$ cat src/ted_pkg.sv
package ted_pkg;

    // Encoding codes as they leave the block
    typedef enum logic [2:0] {
        ENC_UTF8     = 3'd0,
        ENC_UTF16LE  = 3'd1,
        ENC_UTF16BE  = 3'd2,
        ENC_UTF32LE  = 3'd3,
        ENC_UTF32BE  = 3'd4,
        ENC_ISO88591 = 3'd5,
        ENC_EBCDIC   = 3'd6
    } enc_t;

    // Byte order mark bytes
    localparam logic [7:0] BOM_EF = 8'hEF;
    localparam logic [7:0] BOM_BB = 8'hBB;
    localparam logic [7:0] BOM_BF = 8'hBF;
    localparam logic [7:0] BOM_FE = 8'hFE;
    localparam logic [7:0] BOM_FF = 8'hFF;

    // EBCDIC vote bytes: '<' and space in code page 037
    localparam logic [7:0] EBC_LT    = 8'h4C;
    localparam logic [7:0] EBC_SPACE = 8'h40;

    // Byte positions that bound the EBCDIC marks and the vote itself
    localparam int EBC_LT_SPAN    = 3;
    localparam int EBC_SPACE_SPAN = 10;
    localparam int EBC_CAP_SPAN   = 20;
    localparam int EBC_MIN_LEN    = 10;

    // UTF-8 lead and continuation prefixes
    localparam logic [1:0] U8_CONT  = 2'b10;
    localparam logic [2:0] U8_LEAD2 = 3'b110;
    localparam logic [3:0] U8_LEAD3 = 4'b1110;
    localparam logic [4:0] U8_LEAD4 = 5'b11110;

    // Flags and head bytes gathered over one text
    typedef struct packed {
        logic [3:0][7:0] head;
        logic [2:0]      marks;
        logic            high_seen;
        logic            broken;
    } flags_t;

    // Capital letters of code page 037
    function automatic logic is_ebcdic_capital(input logic [7:0] c);
        is_ebcdic_capital = c inside {[8'hC1:8'hC9], [8'hD1:8'hD9], [8'hE2:8'hE9]};
    endfunction

endpackage

$ cat src/ted_decide.sv
module ted_decide #(
    parameter int CW = 11
) (
    input  ted_pkg::flags_t flags,
    input  logic [CW-1:0]   n,
    input  logic [CW-1:0]   zeros,
    output ted_pkg::enc_t   code
);

    logic [CW+3:0] zeros_x10;
    logic          zero_major;
    logic          vote;
    logic [7:0]    h0;
    logic [7:0]    h1;
    logic [7:0]    h2;
    logic [7:0]    h3;

    assign h0 = flags.head[0];
    assign h1 = flags.head[1];
    assign h2 = flags.head[2];
    assign h3 = flags.head[3];

    // zeros > n / 10 holds exactly when 10 * zeros > n
    assign zeros_x10  = {1'b0, zeros, 3'b000} + {3'b000, zeros, 1'b0};
    assign zero_major = zeros_x10 > {4'b0000, n};

    // two of three marks win the vote
    assign vote = (flags.marks[0] & flags.marks[1]) | (flags.marks[0] & flags.marks[2])
                | (flags.marks[1] & flags.marks[2]);

    // priority order: byte order marks first, then EBCDIC vote, then zero counts, then UTF-8 check
    always_comb
    begin
        if (n >= CW'(3) && h0 == ted_pkg::BOM_EF && h1 == ted_pkg::BOM_BB
            && h2 == ted_pkg::BOM_BF)
        begin
            code = ted_pkg::ENC_UTF8;
        end
        else if (n >= CW'(4) && h0 == ted_pkg::BOM_FF && h1 == ted_pkg::BOM_FE
                 && h2 == 8'h00 && h3 == 8'h00)
        begin
            code = ted_pkg::ENC_UTF32LE;
        end
        else if (n >= CW'(4) && h0 == 8'h00 && h1 == 8'h00
                 && h2 == ted_pkg::BOM_FE && h3 == ted_pkg::BOM_FF)
        begin
            code = ted_pkg::ENC_UTF32BE;
        end
        else if (n >= CW'(2) && h0 == ted_pkg::BOM_FF && h1 == ted_pkg::BOM_FE)
        begin
            code = ted_pkg::ENC_UTF16LE;
        end
        else if (n >= CW'(2) && h0 == ted_pkg::BOM_FE && h1 == ted_pkg::BOM_FF)
        begin
            code = ted_pkg::ENC_UTF16BE;
        end
        else if (n >= CW'(ted_pkg::EBC_MIN_LEN) && vote)
        begin
            code = ted_pkg::ENC_EBCDIC;
        end
        else if (zero_major)
        begin
            if (n >= CW'(2) && h0 != 8'h00 && h1 == 8'h00)
            begin
                code = ted_pkg::ENC_UTF16LE;
            end
            else if (n >= CW'(2) && h0 == 8'h00 && h1 != 8'h00)
            begin
                code = ted_pkg::ENC_UTF16BE;
            end
            else
            begin
                code = ted_pkg::ENC_UTF32LE;
            end
        end
        else if (flags.high_seen && flags.broken)
        begin
            code = ted_pkg::ENC_ISO88591;
        end
        else
        begin
            code = ted_pkg::ENC_UTF8;
        end
    end

endmodule

$ cat src/text_encoding_detector.sv
// Text encoding detector.
// Input channel: one byte of a text per beat (text_byte) with final_byte
// marking the last byte; in_valid / in_stall handshake, taken when in_valid
// is high and in_stall is low.
// Output channel: one encoding_code per text, given for the final byte only;
// out_valid / out_stall handshake.
// Throughput: one byte per cycle while in_stall is low; every sampled byte
// updates counters and flags in constant work between the input register
// and the state/result registers. A final byte passes the input register,
// then the result register, before it is shown on out_valid.
// Stall: a waiting result holds steady; bytes that are not final keep
// flowing, and in_stall rises only when a final byte finds the result
// register still full and stalled.
// Reset: clears the text state and empties both registers; after each final
// byte the state returns to its reset values and the next byte opens a new
// text. Only the first SAMPLE_BYTES bytes feed the counters.
module text_encoding_detector #(
    parameter int SAMPLE_BYTES = 1024
) (
    input  logic       clk,
    input  logic       rst_n,
    input  logic       in_valid,
    output logic       in_stall,
    input  logic [7:0] text_byte,
    input  logic       final_byte,
    output logic       out_valid,
    input  logic       out_stall,
    output logic [2:0] encoding_code
);

    localparam int CW = $clog2(SAMPLE_BYTES + 1);
    localparam logic [CW-1:0] SAMPLE_CNT = CW'(SAMPLE_BYTES);

    logic            s1_valid_reg;
    logic [7:0]      s1_byte_reg;
    logic            s1_final_reg;
    logic            out_free;
    logic            s1_adv;

    logic [CW-1:0]   cnt_reg;
    logic [CW-1:0]   cnt_next;
    logic [CW-1:0]   zeros_reg;
    logic [CW-1:0]   zeros_next;
    ted_pkg::flags_t flags_reg;
    ted_pkg::flags_t flags_next;
    logic [1:0]      owed_reg;
    logic [1:0]      owed_next;
    logic            in_sample;

    ted_pkg::enc_t   code_w;
    ted_pkg::enc_t   enc_reg;
    logic            out_valid_reg;

    // Handshake: input stage moves on unless a final byte meets a blocked result
    assign out_free = !out_valid_reg || !out_stall;
    assign s1_adv   = s1_valid_reg && (!s1_final_reg || out_free);
    assign in_stall = s1_valid_reg && !s1_adv;

    // Input register
    always_ff @(posedge clk or negedge rst_n)
    begin
        if (!rst_n)
        begin
            s1_valid_reg <= 1'b0;
        end
        else if (!in_stall)
        begin
            s1_valid_reg <= in_valid;
        end
    end

    always_ff @(posedge clk)
    begin
        if (in_valid && !in_stall)
        begin
            s1_byte_reg  <= text_byte;
            s1_final_reg <= final_byte;
        end
    end

    // Fold the staged byte into the text state
    assign in_sample = cnt_reg < SAMPLE_CNT;

    always_comb
    begin
        cnt_next   = cnt_reg;
        zeros_next = zeros_reg;
        flags_next = flags_reg;
        owed_next  = owed_reg;
        if (in_sample)
        begin
            if (cnt_reg < CW'(4))
            begin
                flags_next.head[cnt_reg[1:0]] = s1_byte_reg;
            end
            if (cnt_reg < CW'(ted_pkg::EBC_LT_SPAN) && s1_byte_reg == ted_pkg::EBC_LT)
            begin
                flags_next.marks[0] = 1'b1;
            end
            if (cnt_reg < CW'(ted_pkg::EBC_SPACE_SPAN) && s1_byte_reg == ted_pkg::EBC_SPACE)
            begin
                flags_next.marks[1] = 1'b1;
            end
            if (cnt_reg < CW'(ted_pkg::EBC_CAP_SPAN)
                && ted_pkg::is_ebcdic_capital(s1_byte_reg))
            begin
                flags_next.marks[2] = 1'b1;
            end
            if (s1_byte_reg == 8'h00)
            begin
                zeros_next = zeros_reg + CW'(1);
            end
            else if (s1_byte_reg[7])
            begin
                flags_next.high_seen = 1'b1;
            end
            // UTF-8 lead / continuation check
            if (!flags_reg.broken)
            begin
                if (owed_reg != 2'd0)
                begin
                    if (s1_byte_reg[7:6] != ted_pkg::U8_CONT)
                    begin
                        flags_next.broken = 1'b1;
                    end
                    else
                    begin
                        owed_next = owed_reg - 2'd1;
                    end
                end
                else if (s1_byte_reg[7])
                begin
                    if (s1_byte_reg[7:5] == ted_pkg::U8_LEAD2)
                    begin
                        owed_next = 2'd1;
                    end
                    else if (s1_byte_reg[7:4] == ted_pkg::U8_LEAD3)
                    begin
                        owed_next = 2'd2;
                    end
                    else if (s1_byte_reg[7:3] == ted_pkg::U8_LEAD4)
                    begin
                        owed_next = 2'd3;
                    end
                    else
                    begin
                        flags_next.broken = 1'b1;
                    end
                end
            end
            cnt_next = cnt_reg + CW'(1);
        end
    end

    // Classify on the state that includes the staged byte
    ted_decide #(
        .CW (CW)
    ) u_decide (
        .flags (flags_next),
        .n     (cnt_next),
        .zeros (zeros_next),
        .code  (code_w)
    );

    // Text state: advance per byte, clear after the final byte
    always_ff @(posedge clk or negedge rst_n)
    begin
        if (!rst_n)
        begin
            cnt_reg   <= '0;
            zeros_reg <= '0;
            flags_reg <= '0;
            owed_reg  <= '0;
        end
        else if (s1_adv)
        begin
            if (s1_final_reg)
            begin
                cnt_reg   <= '0;
                zeros_reg <= '0;
                flags_reg <= '0;
                owed_reg  <= '0;
            end
            else
            begin
                cnt_reg   <= cnt_next;
                zeros_reg <= zeros_next;
                flags_reg <= flags_next;
                owed_reg  <= owed_next;
            end
        end
    end

    // Result register: load on the final byte, hold while stalled
    always_ff @(posedge clk or negedge rst_n)
    begin
        if (!rst_n)
        begin
            out_valid_reg <= 1'b0;
        end
        else if (out_free)
        begin
            out_valid_reg <= s1_adv && s1_final_reg;
        end
    end

    always_ff @(posedge clk)
    begin
        if (s1_adv && s1_final_reg)
        begin
            enc_reg <= code_w;
        end
    end

    assign out_valid     = out_valid_reg;
    assign encoding_code = enc_reg;

endmodule

$ cat config.mk
export PLATFORM = sky130hd
export DESIGN_NAME = text_encoding_detector
export DESIGN_NICKNAME = d
export VERILOG_FILES = /design/src/ted_pkg.sv /design/src/ted_decide.sv /design/src/text_encoding_detector.sv
export SDC_FILE = /design/constraint.sdc
export NUM_CORES = 1
export LEC_CHECK = 0
export ABC_CLOCK_PERIOD_IN_PS = 5200
export BUFFER_PORTS_ARGS = -buffer_cell sky130_fd_sc_hd__buf_4
export CAP_MARGIN = 0
export CORE_ASPECT_RATIO = 1.75
export CORE_MARGIN = 4
export CORE_UTILIZATION = 40
export CTS_CLUSTER_DIAMETER = 50
export DETAILED_ROUTE_END_ITERATION = 8
export GPL_TIMING_DRIVEN = 0
export PLACE_DENSITY = 0.66
export SYNTH_ARGS = -nofsm -noshare
export SYNTH_HDL_FRONTEND = slang
export SYNTH_SLANG_ARGS = --single-unit
$ cat constraint.sdc
create_clock -name clk -period 5.2 [get_ports clk]
set_input_delay 0.26 -clock clk [delete_from_list [all_inputs] [get_ports clk]]
set_output_delay 0.26 -clock clk [all_outputs]
set_load 0.01 [all_outputs]
Word level (Yosys, flattened, before mapping)
Index checks and enable logic that the tools add are counted.
Storage, ports and cells
  flip-flop bits (word level): 75
  input port bits: 13
  logic and storage cells: 154
Cells by class
  $add $sub $neg: 4
  $lt $le $gt $ge: 18
  equal/unequal tests: 17
  multiplexer cells: 41
  bitwise gates (word level): 5
  reductions and logical operators: 53
Operators by type and width (number)
  $mux W37: 2
  $eq A8 B8 Y1 const B: 9
  $mux W11: 5
  $logic_not A8 Y1: 5
  $bwmux W32: 1
  $logic_and A1 B1 Y1: 32
  $mux W32: 1
  $ge A8 B8 Y1 const B: 3
  $le A8 B8 Y1 const B: 3
  $add A11 B1 Y11 const B: 2
  $ge A11 B2 Y1 const B: 2
  $mux W3: 7
  $mux W2: 10
  $demux W8 S2: 1
  $eq A8 B7 Y1 const B: 2
  $reduce_bool A8 Y1: 2
  $add A14 B12 Y15: 1
  $gt A15 B11 Y1: 1
  $mux W1: 13
  $ge A11 B3 Y1 const B: 1
  $ge A11 B4 Y1 const B: 1
  $lt A11 B11 Y1 const B: 1
  $lt A11 B2 Y1 const B: 1
  $lt A11 B3 Y1 const B: 1
  20 further kinds: 31

Depth between registers and ports, before layout
Gate-level depths: netlist (run 1).
  depth after elaboration: 19
  gate-level depth with buffers: 21
  gate-level depth less buffers: 20

By module
A second synthesis (run 1) with hierarchy kept.
Unflattened totals
  cell total of the unflattened synthesis: 531
  area total of the unflattened synthesis: 5098.6 um2
Modules (own cells, without submodules)
  text_encoding_detector: times used 1, cells an instance 387, area each 4018.9 um2, seq. area each 1936.9 um2
  ted_decide: times used 1, cells an instance 144, area each 1079.8 um2, seq. area each 0.0 um2

Least setup slack after synthesis (run 1)
Ideal clock, no wire load.
  path type: register -> register
  start: reg s1_byte_reg[5]
  end: reg enc_reg[0], in the netlist encoding_code[0], data pin
  arrival: 4793 ps
  data required time: 4934 ps
  slack: 141 ps
  cell stages (with the launch flop): 22
  path through: edfxtp_1 buf_6 or4_4 nor3_1 nand4_1 xnor2_1 ha_1 a211oi_1 o21bai_1 a21oi_1 o21bai_1 a21oi_1 xnor2_1 ha_1 nand4_1 nor2_1 a221oi_1 a21oi_1 a2111o_2 or2b_1 a31oi_1 nor2_1
On the way
  cells in the longest elaborated chain, start to end: 16
  elaborated cells on any way between the ends: 86
  those cells by class: add/sub (1); order compare (7); eq/ne (14); mux (24); bitwise (5); reduce/logical (35)
Ends and longest elaborated chain
  start: declaration: line text_encoding_detector.sv:35  | logic [7:0] s1_byte_reg;
  start signal: assignment: line text_encoding_detector.sv:76  | s1_byte_reg <= text_byte;
  parallel branches: the longest is 16 deep, another holds $add A14 B12 Y15
  end signal: assignment: line text_encoding_detector.sv:211  | enc_reg <= code_w;
  end: declaration: line text_encoding_detector.sv:51  | ted_pkg::enc_t enc_reg;
Several ways; the timed one is not identified.
A chain may end at the register's enable or synchronous reset.

Worst setup path in the final report (run 1)
Ends and elaborated chain as after synthesis.

==> impl_metrics.json, run 1 <==
{
  "place_inst": 734,
  "cts_tree": "done",
  "clkPwrFrac_pct": 38.3,
  "boundaryPins": 18,
  "die_h_um": 154,
  "initial_core_util_pct": 40.8,
  "hold_violations": 4,
  "largest_reg_flops": 37,
  "synth_edf_count": 12,
  "p_sw_share_pct": 31.5,
  "wl_mm": 14.8,
  "cp_max_fo": 6,
  "firstDrtPassIters": 5,
  "regArea_mm2": 0.00194,
  "fin_cells": 769,
  "vias": 4587,
  "fmax_ghz": 0.198,
  "grt_max_degree": 64,
  "final_cell_mix": "nand2_1, dfrtp_1, o21ai_0, buf_4, nor2_1",
  "clk_latency_ns": 0.35,
  "grt_pass1_vias": 4548,
  "setup_viol": 0,
  "status": "complete, but fails checks",
  "vias_per_cell": 5.96,
  "area_growth_pct": 20.1,
  "io_buffers": 17,
  "worstMarginPinSlew_ns": 0.843,
  "power_leakage_nw": 2.50,
  "cts_buffers": 9,
  "maxCapViolCount": 0,
  "synth_top_flop_cell": "dfrtp_1",
  "grt_pass1_wl_mm": 23.3,
  "syn_nets": 590,
  "final_cell_area_mm2": 0.00588,
  "p_seq_share_pct": 39.8,
  "nFillCells": 1139,
  "fin_skew_ns": 0.0104,
  "yosys_warnings": 0,
  "p_int_mw": 1.22,
  "p_per_area_mw_per_mm2": 302,
  "worstSetupEndpointType": "register",
  "r2r_start": "s1_byte_reg[5]",
  "drt-initial-drc-count": 295,
  "row_count": 53,
  "ff2ff_path_depth": 21,
  "crit_type": "register to register",
  "start_kind": "register",
  "antennaDiodeCount": 0,
  "maxSlewViolCount": 0,
  "routabilityCongestion": 0.958,
  "period_share_pct": 97.3,
  "die_width_um": 91.6,
  "reg2reg_to": "encoding_code[0]",
  "synthCells": 552,
  "antenna_found_initial": 0,
  "drive_above_1_share_pct": 17.1,
  "placed_area_mm2": 0.00523,
  "slew_headroom_pct": 43.8,
  "synth_cell_type_count": 67,
  "core_mm2": 0.0120,
  "synth.avg_cell_area_um2": 8.87,
  "syn-cell-area_mm2": 0.00490,
  "hold_ws_ns": -0.00671,
  "power_frac_comb_pct": 21.8,
  "cts.sinks": 75,
  "die_area_mm2": 0.0141,
  "cts_hold_buf": 0,
  "track_usage_pct": 21.0,
  "path_clk_slew_ns": 0.06,
  "worst_ep_required_time_ns": 5.27,
  "nNetsFinal": 637,
  "clockRootBuffer": "clkbuf_16",
  "final_common_cell": "nand2_1",
  "cp.arrival_ns": 5.13,
  "antenna_left": 0,
  "p_switching_uw": 559,
  "cts_max_path_buffers": 2,
  "hold_path_class": "input pin to async pin",
  "failed_checks": "negative hold slack",
  "synth-seq-area-share_pct": 39.6,
  "ir_drop_v": 0.000237,
  "grt_setup_unrepaired": "true",
  "drc_errors": 0,
  "grt.overflow.total": 0,
  "r2r_slack_ns": 0.14,
  "ys_async_sr_fraction_pct": 84.0,
  "wire_per_inst_um": 19.3,
  "multi_input_area_mm2": 0.00295,
  "htreeDepth": 3,
  "fin_crit_ns": 5.06,
  "dp_hpwl_mm": 10.9,
  "synth_seq_cells": 75
}
[cells in the mapped netlist (all sizes together), types with 3 or more instances]
cell,number,share of area [%]
inv,15,1.1
o31ai,7,1.1
nor4,14,2.2
and2,8,1.1
nand4b,6,1.1
nand4,20,2.6
nand3,20,2.0
nor2,38,3.1
clkbuf,21,1.6
buf,7,0.87
and3,6,0.77
o21a,3,0.46
or2,3,0.43
nor3,13,1.3
edfxtp,12,7.4
o21ai,65,6.6
or3,7,0.89
o21bai,5,0.77
and4,4,0.72
dfrtp,63,32
or4,7,1.1
a21o,6,0.92
nand2,74,5.8
mux2,4,0.92
xnor2,18,3.2
a211oi,5,0.77
a31oi,5,0.64
xor2,7,1.4
ha,24,6.1
a21oi,21,2.1
mux2i,4,0.82
a32o,8,1.6
a22o,7,1.3
[cells by family after synthesis]
group                    Yosys count  synth area share, %
XOR/XNOR                          25                 4.63
AO/OA/AOI/OAI                    146                 19.0
flip-flops                        75                 39.6
buffers and inverters             43                 3.63
AND/OR/NAND/NOR                  229                 24.7
multiplexers                       8                 1.74
adder cells (fa/ha/maj)           26                 6.75
[area by class of cell]
cell class | instances | share of cell area [%]
Tap cell | 165 | 3.51
Inverter | 15 | 0.957
Clock buffer | 9 | 3.83
Sequential cell | 75 | 33.0
Multi-Input combinational cell | 434 | 50.2
Clock inverter | 7 | 1.68
Timing Repair Buffer | 39 | 4.98
Buffer | 25 | 1.89
[through the flow]
stage               total power, mW  hold WS [ns]  utilization, %  worst slack, ns  TNS, ns
detailed placement             1.09         0.407            43.6           -0.665    -1.61
CTS                            1.77        0.0510            46.8          0.00715        0
global placement               1.08         0.403            43.6           -0.600    -1.36
finish                         1.78      -0.00671            49.0            0.139        0
floorplan                     0.956       -0.0356               -            0.141        0
global route                   1.85        0.0788            49.0           -0.131   -0.131
[power groups by stage]
stage	registers, mW	logic, mW	clock network [mW]
after floorplan	0.703	0.253	0
after global placement	0.711	0.370	0
after detailed placement	0.715	0.374	0
after CTS	0.707	0.376	0.690
after global routing	0.715	0.427	0.709
final	0.707	0.388	0.680
[worst max path at each step]
stage	slack, ns	start	to
2_1_floorplan	0.14	s1_byte_reg[5]	encoding_code[0]
3_3_place_gp	-0.60	s1_byte_reg[2]	encoding_code[0]
3_5_place_dp	-0.67	s1_byte_reg[2]	encoding_code[0]
4_1_cts	0.007	s1_byte_reg[3]	encoding_code[0]
5_1_grt	-0.13	s1_byte_reg[5]	encoding_code[0]
6_report	0.14	s1_byte_reg[5]	encoding_code[0]
[timing repair]
| item | in CTS | in global routing |
|---|---|---|
| pin swaps | 2 | 30 |
| setup endpoints to repair | 3 | 3 |
| setup buffers | 4 | 19 |
| gates resized for setup | 8 | 26 |
| hold endpoints to repair | 0 | 0 |
[critical path, stage by stage (launching register included)]
cell	delay (ns)
edfxtp_1	0.39
buf_6	0.14
or4_4	0.54
nor3_4	0.33
nand4_1	0.22
xnor2_2	0.20
ha_1	0.32
a211oi_2	0.25
o21bai_2	0.10
a21oi_2	0.17
o21bai_1	0.10
a21oi_1	0.16
xnor2_1	0.15
ha_1	0.27
nand4_1	0.13
nor2_2	0.06
a221oi_2	0.25
a21oi_1	0.07
a2111o_2	0.51
or2b_1	0.24
a31oi_1	0.12
nor2_1	0.06
[layer usage]
layer / track usage, % / vias to the layer above / wire length, um
li1: - / 2144 / -
met1: 20.8 / 2221 / 5030
met2: 38.2 / 147 / 8000
met3: 2.63 / 75 / 548
met4: 17.3 / 0 / 1260
met5: 0 / - / 0
No activity file was read; power rests on OpenSTA's default activity.
==> inputs of run 2 (changes only) <==
- SYNTH_HIERARCHICAL: unset -> 1
==> run 2 against run 1 <==
Effect of this change: critical endpoint is now encoding_code[0]; the flow now finishes without violations; critical path depth is 2 lower; sequential cell count stayed put; highest routed layer unchanged; clock power is 17% lower; register-to-register slack better by 0.07 ns.
==> impl_metrics.json, run 2 <==
{
  "status": "finished clean",
  "tns_ns": 0,
  "worst_ep_required_time_ns": 5.29,
  "row_count": 54,
  "synth_top_area_cell": "dfrtp_1",
  "dp_hpwl_mm": 10.7,
  "antenna_left": 0,
  "synthCells": 531,
  "synth_top_flop_cell": "dfrtp_1",
  "grt_max_degree": 64,
  "synth-seq-area-share_pct": 38.0,
  "final_common_cell": "dfrtp_1",
  "start_kind": "register",
  "grt_pass1_vias": 4455,
  "maxCapViolCount": 0,
  "power_leakage_nw": 2.55,
  "die_width_um": 93.3,
  "cts_tree": "done",
  "die_area_mm2": 0.0147,
  "p_per_area_mw_per_mm2": 320,
  "antenna_found_initial": 0,
  "vias_per_cell": 5.88,
  "initial_core_util_pct": 40.8,
  "nNetsFinal": 603,
  "synthTopCellsByArea": "dfrtp_1, edfxtp_1, ha_1",
  "ys_async_sr_fraction_pct": 84.0,
  "drc_errors": 0,
  "period_share_pct": 96.0,
  "core_mm2": 0.0125,
  "fin_crit_ns": 4.99,
  "routabilityCongestion": 0.922,
  "vias": 4343,
  "wl_mm": 13.8,
  "drt-initial-drc-count": 260,
  "grt.overflow.total": 0,
  "boundaryPins": 18,
  "htreeDepth": 3,
  "largest_reg_flops": 37,
  "synth_common_cells": "dfrtp_1, nand2_1, o21ai_0",
  "yosysTopAreaCellShare_pct": 30.9,
  "worstSetupEndpointType": "register",
  "hold_violations": 0,
  "firstDrtPassIters": 5,
  "synth_edf_count": 12,
  "worstMarginPinSlew_ns": 0.818,
  "cp.arrival_ns": 5.08,
  "setup.worst_path.start": "s1_byte_reg[4]",
  "clockRootBuffer": "clkbuf_16",
  "yosys_warnings": 6,
  "synth_seq_cells": 75,
  "yosysMostFrequentCell": "dfrtp_1",
  "wl_met3_um": 391,
  "synth.avg_cell_area_um2": 9.60,
  "wire_per_inst_um": 18.8,
  "cts_buffers": 9,
  "clk_latency_ns": 0.34,
  "antennaDiodeCount": 0,
  "fmax_ghz": 0.200,
  "r2r_start": "s1_byte_reg[4]",
  "cts.sinks": 75,
  "setup_viol": 0,
  "fin_skew_ns": 0.00746,
  "wl_met1_mm": 4.90,
  "final_cell_mix": "dfrtp_1, nand2_1, o21ai_0, o2bb2ai_1, buf_4",
  "slew_headroom_pct": 45.2,
  "cp_max_fo": 10,
  "wl_met2_mm": 7.59,
  "topRoutingLayerUsed": "met4",
  "drive_above_1_share_pct": 18.6,
  "crit_type": "register to register",
  "die_h_um": 157,
  "maxSlewViolCount": 0,
  "grt_pass1_wl_mm": 22.4,
  "area_growth_pct": 13.9,
  "final_core_util_pct": 46.5,
  "cts_hold_buf": 0,
  "io_buffers": 17,
  "hold_ws_ns": 0.0117,
  "path_clk_slew_ns": 0.06,
  "nFillCells": 1187,
  "syn_nets": 569,
  "syn-cell-area_mm2": 0.00510,
  "track_usage_pct": 19.6,
  "cts_max_path_buffers": 2,
  "hold_path_class": "input pin to async pin",
  "ir_drop_v": 0.000276,
  "synth_cell_type_count": 71
}
run 2: cell count changes in the layout (fill, tap and decap cells not counted), moves of 5 or more:
cell | before | now
nand4b_1 | 6 | 1
a32o_1 | 8 | 1
nand4_1 | 20 | 13
o2bb2ai_1 | 1 | 29
buf_4 | 40 | 26
nand2_1 | 72 | 52
xor2_1 | 5 | 10
nor2b_1 | 2 | 7
mux2_2 | 3 | 25
and3_1 | 6 | 11
nor2_1 | 36 | 18
o21ai_0 | 60 | 40
run 2: metrics by stage:
stage	setup WS, ns	total power, mW	instances	area [um^2]
after floorplan	0.579	1.14	531	5100
after global placement	-0.214	1.28	716	5440
after detailed placement	-0.381	1.29	716	5440
after CTS	0.0193	1.86	733	5740
after global routing	-0.0155	1.95	738	5810
final	0.207	1.86	738	5810
run 2: critical path: stages (launching register included):
cell       delay, ns
edfxtp_1        0.35
clkbuf_4        0.20
nor4_4          0.36
and4_1          0.25
buf_4           0.14
nand2_1         0.10
xnor2_2         0.25
ha_1            0.29
a211oi_2        0.23
o21bai_1        0.12
a21oi_2         0.17
o21ai_1         0.11
xor2_1          0.31
ha_1            0.34
a211oi_2        0.22
nand2_2         0.10
a2111oi_4       0.29
o211ai_2        0.19
or4_1           0.54
and3_1          0.16
run 2: worst paths after layout:
path / cells past startpoint / endpoint / slack, ns
setup reg to reg: 19 / encoding_code[0] / 0.21
hold reg to reg: 1 / flags_reg[12] / 0.48
hold / removal: 1 / flags_reg[10] / 0.01
setup / recovery: 19 / encoding_code[0] / 0.21
min in group clk: 1 / s1_byte_reg[5] / 0.10
max in group asynchronous: 1 / cnt_reg[9] / 4.65
run 2: cell families after synthesis:
logic type | after synthesis | share of synthesized area (%)
xor+xnor | 26 | 4.47
compound gates | 150 | 21.4
simple gates | 180 | 19.5
buf+inv | 48 | 4.44
mux | 27 | 5.94
fa+ha+maj | 25 | 6.28
flops | 75 | 38.0
run 2: per-layer routing:
metal | vias up | track usage (%)
li1 | 2076 | -
met1 | 2081 | 19.5
met4 | 0 | 13.7
met5 | - | 0
met3 | 51 | 2.20
met2 | 135 | 36.9
run 2: what timing repair did:
item | CTS | global route
cloned | 0 | 0
gates resized for setup | 6 | 9
setup buffers | 1 | 6
pin swaps | 2 | 13
endpoints found under the setup margin | 2 | 1
run 2: report_power, final:
group | switching (mW) | internal, mW
Combinational | 0.327 | 0.242
Clock | 0.243 | 0.321
Sequential | 0.0488 | 0.677
Total | 0.619 | 1.24
run 2: cell type report:
cell class | count | area (um^2) | area share [%]
plain buffers | 28 | 156 | 2.69
clock buffers | 11 | 233 | 4.01
clock inverters | 5 | 30.0 | 0.517
inverters | 19 | 71.3 | 1.23
multi-input cells | 408 | 2990 | 51.5
flip-flops and latches | 75 | 1940 | 33.3
well taps | 168 | 210 | 3.62
repair buffers | 24 | 180 | 3.10
==> inputs of run 3 (changes only) <==
--- a/config.mk
+++ b/config.mk
@@ -7,2 +7,3 @@
 export LEC_CHECK = 0
+export ABC_AREA = 1
 export ABC_CLOCK_PERIOD_IN_PS = 5200
@@ -16,3 +17,3 @@
 export GPL_TIMING_DRIVEN = 0
-export PLACE_DENSITY = 0.66
+export PLACE_DENSITY = 0.65
 export SYNTH_ARGS = -nofsm -noshare
@@ -21 +22,2 @@
 export SYNTH_SLANG_ARGS = --single-unit
+export TNS_END_PERCENT = 30
==> constraint.sdc (replaced) <==
create_clock -name clk -period 5.2 [get_ports clk]
set_input_delay 0.52 -clock clk [delete_from_list [all_inputs] [get_ports clk]]
set_output_delay 0.52 -clock clk [all_outputs]
set_load 0.01 [all_outputs]
==> run 3 against run 2 <==
Effect of this change: combinational power up 42%; wire length up 17%; utilization down 1.1 points; maximum frequency up 16%; worst setup slack better by 0.69 ns; hold slack better by 0.28 ns; sequential share of layout area down 3.7 points; clock power up 13%; sequential power up 4.1%; via count up 31%; first-iteration DRC count up 3.8%; critical path type unchanged.
==> impl_metrics.json, run 3 <==
{
  "p_seq_share_pct": 34.4,
  "hold_path_class": "input pin to async pin",
  "grt.overflow.total": 0,
  "synth-seq-area-share_pct": 33.0,
  "cts_max_path_buffers": 2,
  "period_share_pct": 82.8,
  "fin_crit_ns": 4.31,
  "grt_pass1_vias": 5446,
  "syn_nets": 913,
  "ys_async_sr_fraction_pct": 84.0,
  "yosys_warnings": 6,
  "clockRootBuffer": "clkbuf_16",
  "row_count": 58,
  "grt_max_degree": 64,
  "drc_errors": 0,
  "reg2reg_to": "encoding_code[1]",
  "power_leakage_nw": 3.32,
  "hold_violations": 0,
  "final_cell_area_mm2": 0.00652,
  "gr-usage-met3_pct": 2.86,
  "die_width_um": 99.6,
  "cts_tree": "done",
  "finalPower_mw": 2.20,
  "synth_cell_type_count": 43,
  "nNetsFinal": 941,
  "die_area_mm2": 0.0168,
  "yosysTopAreaCellShare_pct": 26.8,
  "path_clk_slew_ns": 0.06,
  "final_common_cell": "nand2_1",
  "fin_cells": 1088,
  "fin_skew_ns": 0.0100,
  "ctsResizeCount": 0,
  "antennaDiodeCount": 0,
  "final_core_util_pct": 45.4,
  "p_int_mw": 1.36,
  "dp_hpwl_mm": 12.6,
  "critPathTopFamily": "compound AO/OA/AOI/OAI gates",
  "drt-initial-drc-count": 270,
  "synth_seq_cells": 75,
  "cp.arrival_ns": 4.37,
  "synth_edf_count": 12,
  "crit_type": "register to register",
  "cp_max_fo": 6,
  "vias": 5678,
  "maxCapViolCount": 0,
  "maxSlewViolCount": 0,
  "antenna_left": 0,
  "worstMarginPinSlew_ns": 0.878,
  "cts_hold_buf": 0,
  "place_inst": 1072,
  "tns_ns": 0,
  "antenna_found_initial": 0,
  "cts.sinks": 75,
  "power_frac_comb_pct": 36.7,
  "r2r_slack_ns": 0.89,
  "ir_drop_v": 0.000205,
  "clk_latency_ns": 0.34,
  "wl_mm": 16.2,
  "grt_pass1_wl_mm": 26.5,
  "synth.avg_cell_area_um2": 6.71,
  "largest_reg_flops": 37,
  "p_per_area_mw_per_mm2": 337,
  "yosysMostFrequentCell": "nand2_1",
  "worst_ep_required_time_ns": 5.27,
  "final_cell_mix": "nand2_1, inv_1, nand3_1, dfrtp_1, o21ai_0",
  "p_switching_uw": 837,
  "setup_viol": 0,
  "grt_setup_unrepaired": "false",
  "io_buffers": 17,
  "firstDrtPassIters": 4,
  "wire_per_inst_um": 14.9,
  "p_sw_share_pct": 38.0,
  "die_h_um": 168,
  "placed_area_mm2": 0.00623,
  "fmax_ghz": 0.232,
  "post_cts_buffers": 0,
  "boundaryPins": 18,
  "met1_usage_pct": 20.1,
  "initial_core_util_pct": 40.9,
  "worst_path_largest_cell_delay_ns": 0.58,
  "cts_buffers": 9,
  "synth_top_flop_cell": "dfrtp_1",
  "worstSetupEndpointType": "register",
  "htreeDepth": 3,
  "path_common_cell": "nand2_1",
  "synth_top_area_cell": "dfrtp_1",
  "r2r_start": "s1_byte_reg[6]",
  "busiest_layer": "met2",
  "start_kind": "register",
  "status": "finished clean",
  "syn-cell-area_mm2": 0.00587,
  "vias_per_cell": 5.22,
  "crit_slowest_cell": "a21boi_0",
  "routabilityCongestion": 0.880,
  "synth_common_cells": "nand2_1, inv_1, nand3_1",
  "path_cells": "inv_1 > nand3_1 > o21ai_0 > nand2_1 > a21boi_0 > ha_1 > or2_1 > nand2_1 > o21ai_0 > xor2_1 > ha_1 > a21o_1 > a21oi_1 > nand2_1 > nand2_1 > nand4_2 > nand2_1 > nand2_1 > nand3_1 > a21oi_1",
  "ff2ff_path_depth": 20,
  "core_mm2": 0.0144,
  "synthCells": 875,
  "slew_headroom_pct": 41.5,
  "track_usage_pct": 19.9,
  "clkPwrFrac_pct": 28.9,
  "area_growth_pct": 11.1,
  "synthTopCellsByArea": "dfrtp_1, nand2_1, inv_1",
  "crit_buf_inv": 1,
  "grt_use_met2_pct": 38.6,
  "drive_above_1_share_pct": 9.36
}
-- run 3: changes by cell type after synthesis, moves of 10 or more --
cell       change
nor2_1        +20
o31ai_1       -10
o2bb2ai_1     -29
o22ai_1       +34
inv_1        +124
o21ai_0       +14
and3_1        -10
mux2_2        -26
xnor2_1       -13
nand4_1       +11
nand3_1       +64
nand2_1      +216
-- run 3: routing by layer --
metal | vias up | part of all wire (%)
li1 | 2906 | -
met1 | 2633 | 37
met2 | 103 | 57
met3 | 36 | 2.4
met4 | 0 | 4.4
met5 | - | 0
-- run 3: kinds of logic (layout without fill, tap and decap cells) --
group | Yosys count | in the layout | share of synthesized area (%)
buf+inv | 178 | 211 | 12.4
xor+xnor | 11 | 11 | 1.64
simple gates | 463 | 463 | 36.0
compound gates | 123 | 123 | 11.5
flops | 75 | 75 | 33.0
fa+ha+maj | 25 | 25 | 5.45
-- run 3: power by group through the flow --
stage / registers, mW / clock network [mW] / logic [mW]
2_1_floorplan: 0.754 / 0 / 0.620
3_3_place_gp: 0.764 / 0 / 0.792
3_5_place_dp: 0.767 / 0 / 0.801
4_1_cts: 0.757 / 0.653 / 0.806
5_1_grt: 0.768 / 0.675 / 0.926
6_report: 0.756 / 0.637 / 0.807
-- run 3: cell type report --
| cell class | count | area (um^2) |
|---|---|---|
| Buffer | 29 | 169 |
| Clock buffer | 12 | 246 |
| Clock inverter | 4 | 51.3 |
| Fill cell | 1503 | 7850 |
| Inverter | 149 | 559 |
| Multi-Input combinational cell | 622 | 3210 |
| Sequential cell | 75 | 1940 |
| Tap cell | 180 | 225 |
| Timing Repair Buffer | 17 | 128 |
-- run 3: worst register-to-register path, stage by stage (launching register included) --
cell and delay, ns:
edfxtp_1 0.44, inv_1 0.31, nand3_1 0.16, o21ai_0 0.17
nand2_1 0.08, a21boi_0 0.58, ha_1 0.41, or2_1 0.26
nand2_1 0.10, o21ai_0 0.14, xor2_1 0.19, ha_1 0.30
a21o_1 0.18, a21oi_1 0.17, nand2_1 0.10, nand2_1 0.07
nand4_2 0.10, nand2_1 0.08, nand2_1 0.05, nand3_1 0.06
a21oi_1 0.08
-- run 3: stage by stage --
stage	setup slack, ns	hold slack, ns
floorplan	1.59	0.224
global placement	0.882	0.511
detailed placement	0.876	0.523
CTS	0.863	0.311
global route	0.477	0.336
finish	0.894	0.288
-- run 3: how the worst max path moves through the flow --
stage,startpoint,end,slack [ns],cells past startpoint
3_3_place_gp,s1_byte_reg[6],encoding_code[0],0.88,20
3_5_place_dp,s1_byte_reg[7],encoding_code[0],0.88,21
2_1_floorplan,s1_byte_reg[5],encoding_code[0],1.59,23
4_1_cts,s1_byte_reg[7],encoding_code[0],0.86,21
5_1_grt,s1_byte_reg[7],encoding_code[0],0.48,21
6_report,s1_byte_reg[6],encoding_code[1],0.89,20
